<file path="src/rtl/mcom_pkg.sv">
package mcom_pkg;

  localparam int NumMotors  = 4;
  localparam int AlphaW     = 9;
  localparam int StepW      = 8;
  localparam int AlphaShift = 8;

  localparam logic [AlphaW-1:0] AlphaOne = AlphaW'(256);

  localparam logic [AlphaW-1:0] AlphaRst  = AlphaW'(205);
  localparam int                TripRst   = 800;
  localparam logic [StepW-1:0]  MinStpRst = StepW'(10);
  localparam logic [StepW-1:0]  ConsecRst = StepW'(1);

  typedef enum logic [1:0] {
    CFG_ALPHA  = 2'd0,
    CFG_TRIP   = 2'd1,
    CFG_MINSTP = 2'd2,
    CFG_CONSEC = 2'd3
  } cfg_idx_e;

  typedef struct packed {
    logic en;
    logic first;
  } lane_ctrl_t;

endpackage

</file>
<file path="src/rtl/motor_current_overload_monitor_core.sv">
// Channel  | Handshake                      | Payload
// input    | in_valid_i / in_ready_o        | current_0..3_i, drive_active_i, gear_is_high_i
// result   | out_valid_o / out_ready_i      | downshift_o, average_0..3_o, above_count_0..3_o
// config   | cfg_we_i (no wait)             | cfg_idx_i, cfg_wdata_i
//
// One request per cycle sustained while out_ready_i is high.
// A request sits in the input register, then one pass through the four lanes (one
// 9x20 multiply pair each) loads the averages, counters and the result register.
// Reset clears averages, counters, step count and valids, and loads config defaults.
// A stalled result holds the pipe; the input register still takes one more request.
module motor_current_overload_monitor_core
  import mcom_pkg::*;
#(
  parameter int CURRENT_BITS = 12,
  parameter int FRAC_BITS    = 8,
  parameter int COUNT_BITS   = 8
) (
  input  logic                    clk_i,
  input  logic                    rst_ni,
  input  logic                    cfg_we_i,
  input  logic [1:0]              cfg_idx_i,
  input  logic [((CURRENT_BITS > AlphaW) ? CURRENT_BITS : AlphaW)-1:0] cfg_wdata_i,
  input  logic                    in_valid_i,
  output logic                    in_ready_o,
  input  logic [CURRENT_BITS-1:0] current_0_i,
  input  logic [CURRENT_BITS-1:0] current_1_i,
  input  logic [CURRENT_BITS-1:0] current_2_i,
  input  logic [CURRENT_BITS-1:0] current_3_i,
  input  logic                    drive_active_i,
  input  logic                    gear_is_high_i,
  output logic                    out_valid_o,
  input  logic                    out_ready_i,
  output logic                    downshift_o,
  output logic [CURRENT_BITS-1:0] average_0_o,
  output logic [CURRENT_BITS-1:0] average_1_o,
  output logic [CURRENT_BITS-1:0] average_2_o,
  output logic [CURRENT_BITS-1:0] average_3_o,
  output logic [COUNT_BITS-1:0]   above_count_0_o,
  output logic [COUNT_BITS-1:0]   above_count_1_o,
  output logic [COUNT_BITS-1:0]   above_count_2_o,
  output logic [COUNT_BITS-1:0]   above_count_3_o
);

  localparam int CmpW = (COUNT_BITS > StepW) ? COUNT_BITS : StepW;

  // config
  logic [AlphaW-1:0]       alpha_q;
  logic [CURRENT_BITS-1:0] trip_q;
  logic [StepW-1:0]        min_steps_q;
  logic [StepW-1:0]        consec_q;

  always_ff @(posedge clk_i or negedge rst_ni) begin
    if (!rst_ni) begin
      alpha_q     <= AlphaRst;
      trip_q      <= CURRENT_BITS'(TripRst);
      min_steps_q <= MinStpRst;
      consec_q    <= ConsecRst;
    end else if (cfg_we_i) begin
      unique case (cfg_idx_e'(cfg_idx_i))
        CFG_ALPHA:  alpha_q     <= cfg_wdata_i[AlphaW-1:0];
        CFG_TRIP:   trip_q      <= cfg_wdata_i[CURRENT_BITS-1:0];
        CFG_MINSTP: min_steps_q <= cfg_wdata_i[StepW-1:0];
        CFG_CONSEC: consec_q    <= cfg_wdata_i[StepW-1:0];
        default: ;
      endcase
    end
  end

  logic [AlphaW-1:0] alpha_sat;
  assign alpha_sat = (alpha_q > AlphaOne) ? AlphaOne : alpha_q;

  // input register
  logic                    in_vld_q;
  logic [CURRENT_BITS-1:0] cur_q [NumMotors];
  logic                    drive_q, gear_q;
  logic                    advance, fire;

  assign advance    = !out_valid_o || out_ready_i;
  assign fire       = in_vld_q && advance;
  assign in_ready_o = !in_vld_q || advance;

  always_ff @(posedge clk_i or negedge rst_ni) begin
    if (!rst_ni) begin
      in_vld_q <= 1'b0;
    end else if (in_ready_o) begin
      in_vld_q <= in_valid_i;
    end
  end

  always_ff @(posedge clk_i) begin
    if (in_ready_o && in_valid_i) begin
      cur_q[0] <= current_0_i;
      cur_q[1] <= current_1_i;
      cur_q[2] <= current_2_i;
      cur_q[3] <= current_3_i;
      drive_q  <= drive_active_i;
      gear_q   <= gear_is_high_i;
    end
  end

  // step count
  logic [COUNT_BITS-1:0] steps_q, steps_d;
  logic                  steps_ok;

  assign steps_d  = (&steps_q) ? steps_q : steps_q + COUNT_BITS'(1);
  assign steps_ok = (CmpW'(steps_d) >= CmpW'(min_steps_q));

  always_ff @(posedge clk_i or negedge rst_ni) begin
    if (!rst_ni) begin
      steps_q <= '0;
    end else if (fire) begin
      steps_q <= steps_d;
    end
  end

  lane_ctrl_t lane_ctrl;
  assign lane_ctrl.en    = fire;
  assign lane_ctrl.first = (steps_q == '0);

  logic [CURRENT_BITS-1:0] avg [NumMotors];
  logic [COUNT_BITS-1:0]   cnt [NumMotors];
  logic [NumMotors-1:0]    hit;

  for (genvar m = 0; m < NumMotors; m++) begin : g_lane
    mcom_lane #(
      .CURRENT_BITS(CURRENT_BITS),
      .FRAC_BITS   (FRAC_BITS),
      .COUNT_BITS  (COUNT_BITS)
    ) u_lane (
      .clk_i   (clk_i),
      .rst_ni  (rst_ni),
      .ctrl_i  (lane_ctrl),
      .alpha_i (alpha_sat),
      .trip_i  (trip_q),
      .consec_i(consec_q),
      .sample_i(cur_q[m]),
      .avg_o   (avg[m]),
      .cnt_o   (cnt[m]),
      .hit_o   (hit[m])
    );
  end

  // result register
  logic                    out_vld_q;
  logic                    dshift_q;
  logic [CURRENT_BITS-1:0] avg_q [NumMotors];
  logic [COUNT_BITS-1:0]   cnt_q [NumMotors];

  always_ff @(posedge clk_i or negedge rst_ni) begin
    if (!rst_ni) begin
      out_vld_q <= 1'b0;
    end else if (advance) begin
      out_vld_q <= in_vld_q;
    end
  end

  always_ff @(posedge clk_i) begin
    if (fire) begin
      dshift_q <= steps_ok && (|hit) && drive_q && gear_q;
      avg_q    <= avg;
      cnt_q    <= cnt;
    end
  end

  assign out_valid_o     = out_vld_q;
  assign downshift_o     = dshift_q;
  assign average_0_o     = avg_q[0];
  assign average_1_o     = avg_q[1];
  assign average_2_o     = avg_q[2];
  assign average_3_o     = avg_q[3];
  assign above_count_0_o = cnt_q[0];
  assign above_count_1_o = cnt_q[1];
  assign above_count_2_o = cnt_q[2];
  assign above_count_3_o = cnt_q[3];

endmodule

</file>
<file path="src/rtl/mcom_lane.sv">
module mcom_lane
  import mcom_pkg::*;
#(
  parameter int CURRENT_BITS = 12,
  parameter int FRAC_BITS    = 8,
  parameter int COUNT_BITS   = 8
) (
  input  logic                    clk_i,
  input  logic                    rst_ni,
  input  lane_ctrl_t              ctrl_i,
  input  logic [AlphaW-1:0]       alpha_i,
  input  logic [CURRENT_BITS-1:0] trip_i,
  input  logic [StepW-1:0]        consec_i,
  input  logic [CURRENT_BITS-1:0] sample_i,
  output logic [CURRENT_BITS-1:0] avg_o,
  output logic [COUNT_BITS-1:0]   cnt_o,
  output logic                    hit_o
);

  localparam int AvgW  = CURRENT_BITS + FRAC_BITS;
  localparam int ProdW = AvgW + AlphaW;
  localparam int SumW  = ProdW + 1;
  localparam int CmpW  = (COUNT_BITS > StepW) ? COUNT_BITS : StepW;

  logic [AvgW-1:0]       avg_q, avg_d;
  logic [COUNT_BITS-1:0] cnt_q, cnt_d;
  logic [AvgW-1:0]       s_full;
  logic [ProdW-1:0]      prod_new, prod_old;
  logic [SumW-1:0]       sum;
  logic [AlphaW-1:0]     alpha_inv;
  logic                  above;

  assign s_full    = {sample_i, {FRAC_BITS{1'b0}}};
  assign alpha_inv = AlphaOne - alpha_i;
  assign prod_new  = ProdW'(alpha_i) * ProdW'(s_full);
  assign prod_old  = ProdW'(alpha_inv) * ProdW'(avg_q);
  assign sum       = SumW'(prod_new) + SumW'(prod_old);

  always_comb begin
    if (ctrl_i.first) begin
      avg_d = s_full;
    end else begin
      avg_d = sum[AlphaShift +: AvgW];
    end
  end

  assign above = (avg_d[FRAC_BITS +: CURRENT_BITS] >= trip_i);

  always_comb begin
    if (ctrl_i.first || !above) begin
      cnt_d = '0;
    end else if (&cnt_q) begin
      cnt_d = cnt_q;
    end else begin
      cnt_d = cnt_q + COUNT_BITS'(1);
    end
  end

  always_ff @(posedge clk_i or negedge rst_ni) begin
    if (!rst_ni) begin
      avg_q <= '0;
      cnt_q <= '0;
    end else if (ctrl_i.en) begin
      avg_q <= avg_d;
      cnt_q <= cnt_d;
    end
  end

  assign avg_o = avg_d[FRAC_BITS +: CURRENT_BITS];
  assign cnt_o = cnt_d;
  assign hit_o = !ctrl_i.first && above && (CmpW'(cnt_d) >= CmpW'(consec_i));

endmodule

</file>
<file path="config.mk">
export PLATFORM = sky130hd
export DESIGN_NAME = motor_current_overload_monitor_core
export DESIGN_NICKNAME = d
export VERILOG_FILES = /design/src/rtl/mcom_pkg.sv /design/src/rtl/motor_current_overload_monitor_core.sv /design/src/rtl/mcom_lane.sv
export SDC_FILE = /design/constraint.sdc
export NUM_CORES = 2
export LEC_CHECK = 0
export ABC_AREA = 1
export BUFFER_PORTS_ARGS = -buffer_cell sky130_fd_sc_hd__buf_4
export CAP_MARGIN = 30
export CORE_MARGIN = 2
export CORE_UTILIZATION = 49
export DETAILED_ROUTE_END_ITERATION = 7
export PLACE_DENSITY = 0.77
export SLEW_MARGIN = 10
export SYNTH_ARGS = -nofsm -noshare
export SYNTH_HDL_FRONTEND = slang
export SYNTH_SLANG_ARGS = --single-unit
</file>
<file path="constraint.sdc">
create_clock -name clk_i -period 10.4 [get_ports clk_i]
set_input_delay 0.52 -clock clk_i [delete_from_list [all_inputs] [get_ports clk_i]]
set_output_delay 0.52 -clock clk_i [all_outputs]
set_load 0.005 [all_outputs]
</file>
==> flow_summary_export.csv <==
group,metric,value,unit
run_status,status,"completed",
global_route,gr-max-usage-layer,"met2",
critical_path,crit_slowest_cell,"fa_1",
global_route,grt_pass1_vias,42754,
global_route,grt.met3_usage,7.647,%
synth,ys_warn_count,0,
drt,drtAntennaViolNets,0,
critical_path,endpoint_kind,"flop",
synth,synth-main-ff-cell,"dfrtp_1",
synth,synth-edff-count,131,
die,die_w,322.1,um
global_route,antenna_found_initial,6,
die,dieArea,103800,um^2
drt,via_per_inst,5.563,
drt,routed_wl,149.9,mm
global_route,grt_max_degree,100,
synth,seq_area_frac_synth,15.98,%
layout,syn_to_final_growth,8.722,%
drt,drt_first_iter_violations,4113,
worst_hold_path,whs_path_depth,1,
placed_design,port_buffers,151,
timing,fmax,100.6,MHz
cts,clk-insertion-delay-late,620,ps
timing,worst_clock_skew,16.34,ps
synth,synth_cell_types,53,
synth,synth_top_area_share,34.56,%
synth,syn_inst,6082,
global_route,overflow,0,
placed_design,post-place-ws,-58.58,ps
timing,slew_headroom,36.09,%
die,core_region_area,100100,um^2
die,rows,116,
die,die_y,322.1,um
drt,wl_per_cell,19.96,um
critical_path,crit_type,"reg2reg",
timing,setup_viol,0,
critical_path,max_stage_delay,510,ps
critical_path,r2r_end,"downshift_o$_DFFE_PP_",
global_route,use_met1,40.04,%
worst_hold_path,min_to,"cur_q[0][0]$_DFFE_PP_",
synth,avgSynthCellArea,8.154,um^2
synth,synth_fp_nets,7438,
synth,synthTopCellsByArea,"fa_1, ha_1, inv_1",
global_route,grt_use_total,29.55,%
global_route,grt_pass1_wl,236.4,mm
layout,drive_gt1_share,5.705,%
worst_hold_path,hp-class,"in2reg",
timing,hold_viol,0,
critical_path,cp-start-kind,"flop",
die,start_util,49.52,%
drt,drt_pass1_iterations,7,
critical_path,path_buf_inv,8,
timing,tightest_slew,957.6,ps
critical_path,r2r_cells,43,
timing,fin_crit_sh,95.62,%
critical_path,worst-endpoint-required,10740,ps
layout,nets,7530,
critical_path,timing.rr.start,"alpha_q[8]$_DFFE_PN0P_",
drt,drc_errors,0,
synth,yosys.area.top_type,"fa_1",
global_route,gr-usage-met2,45.00,%
placed_design,gp_congestion,0.9968,
timing,layout_min_cycle_time,9944,ps
critical_path,critPathMaxFanout,32,
critical_path,arrival,10280,ps
cts,htree_levels,2,
drt,vias,41779,
job,drv_cap,0,
synth,synth-seq-cells,290,
cts,clock_path_buffers,3,
timing,drv_slew,0,
critical_path,r2r_slack,460,ps
synth,async_reset_ff_share,54.83,%
critical_path,cp_top_family,"simple AND/OR/NAND/NOR gates",
placed_design,dp_hpwl,117.4,mm
critical_path,crit_path_frequent_cell,"nand2_1",
cts,numCtsBuffers,39,
synth,synthesis.area,49590,um^2
cts,cts-root-buf,"clkbuf_16",
cts,cts_tree,"done",
cts,clk_pin_slew_worst_paths,70,ps
die,io_pins,152,
cts,cts.sink_count,290,
timing,setup_ws,455.6,ps
worst_hold_path,min_from,"current_0_i[0]",
[logic make-up after synthesis]
logic type	count (synthesis)	share of synthesized area [%]
flip-flops	290	15.98
AND/OR/NAND/NOR	2289	18.40
adder cells (fa/ha/maj)	1287	45.43
XOR/XNOR	108	1.907
AO/OA/AOI/OAI	612	6.779
buffers and inverters	1496	11.50
[worst max path at each step]
stage | startpoint | endpoint | slack (ps) | depth (start not counted)
3_5_place_dp | alpha_q[8]$_DFFE_PN0P_ | downshift_o$_DFFE_PP_ | -60 | 46
5_1_grt | alpha_q[3]$_DFFE_PN1P_ | downshift_o$_DFFE_PP_ | -30 | 47
6_report | alpha_q[8]$_DFFE_PN0P_ | downshift_o$_DFFE_PP_ | 460 | 43
2_1_floorplan | alpha_q[0]$_DFFE_PN1P_ | downshift_o$_DFFE_PP_ | 1390 | 47
3_3_place_gp | alpha_q[8]$_DFFE_PN0P_ | downshift_o$_DFFE_PP_ | 40 | 46
4_1_cts | alpha_q[8]$_DFFE_PN0P_ | downshift_o$_DFFE_PP_ | 10 | 48
[cell usage after synthesis (43+ instances only)]
cell / number
nand3_1: 154
dfrtp_1: 148
nand2_1: 1180
xor2_1: 57
nor2_1: 822
edfxtp_1: 131
xnor2_1: 51
ha_1: 431
clkbuf_1: 107
nor3_1: 43
fa_1: 856
o21ai_0: 231
a21oi_1: 250
inv_1: 1315
[cells in the final DEF (no fill, tap or decap), types with 7 or more instances in the layout]
| cell type | instances |
|---|---|
| nand3_1 | 154 |
| a21oi_1 | 245 |
| o21a_1 | 7 |
| buf_12 | 11 |
| a21boi_0 | 9 |
| diode_2 | 7 |
| fa_1 | 856 |
| a211oi_1 | 11 |
| o21ai_0 | 230 |
| a21o_1 | 24 |
| ha_1 | 430 |
| nor2_1 | 818 |
| buf_4 | 206 |
| nand4_1 | 23 |
| inv_1 | 1312 |
| xnor2_1 | 51 |
| nor4_1 | 20 |
| clkbuf_16 | 39 |
| dfstp_2 | 11 |
| nand2_2 | 9 |
| bufinv_16 | 7 |
| nand2_1 | 1171 |
| nor3_1 | 42 |
| xor2_1 | 57 |
| nand3b_1 | 22 |
| o21bai_1 | 14 |
| edfxtp_1 | 131 |
| a31oi_1 | 27 |
| dfrtp_1 | 147 |
[final cells by class]
type / count / area, um^2
fill: 9113 / 46230
inverter: 1325 / 4997
multi-input combinational: 4296 / 36120
clock inverter: 26 / 365.4
antenna: 7 / 17.52
clock buffer: 46 / 1012
tap: 1298 / 1624
timing repair buffer: 222 / 1854
sequential: 290 / 7928
[through the flow]
step                      setup TNS [ps]  util [%]  cell area (um^2)  hold WS (ps)  cells
after floorplan                        0         -             49590         224.4   6082
after detailed placement          -58.58     52.19             52270         474.5   7421
after global placement                 0     52.17             52240         465.8   7420
after CTS                              0     53.58             53660         49.89   7494
after global routing              -33.32     53.82             53900         58.99   7504
final                                  0     53.84             53920         74.35   7510
[metal layers]
layer / wire [um] / vias to the layer above
met2: 65410 / 2141
met4: 7219 / 2
met1: 59830 / 20597
met5: 13 / -
li1: - / 18660
met3: 17430 / 379
[flip-flops by register name, indices dropped and copies added, names as in the netlist]
register and count:
trip_q 12, out_valid_o 1, average_1_o 12, above_count_1_o 8, downshift_o 1, average_2_o 12
consec_q 8, in_vld_q 1, above_count_3_o 8, drive_q 1, g_lane.u_lane.avg_q 80, average_0_o 12
gear_q 1, above_count_0_o 8, average_3_o 12, cur_q 48, alpha_q 9, g_lane.u_lane.cnt_q 32
above_count_2_o 8, min_steps_q 8, steps_q 8
[worst register-to-register path: cells and delay by family (launching register included)]
kind            cells  cell delay, ps
compound gates      5             720
xor+xnor            1             290
fa+ha+maj           8            3430
buf+inv             8            1080
flops               1             500
simple gates       21            3640
[repair_timing]
| action | CTS | global route |
|---|---|---|
| setup endpoints to repair | 1 | 1 |
| hold buffers | 1 | 0 |
| buffers inserted | 0 | 8 |
| pin swaps | 0 | 5 |
| resized for setup | 1 | 37 |
| endpoints found under the hold margin | 41 | 0 |
Power is not shown: default switching activity piles up to over one toggle a cycle in this logic, so the estimate is an artifact.
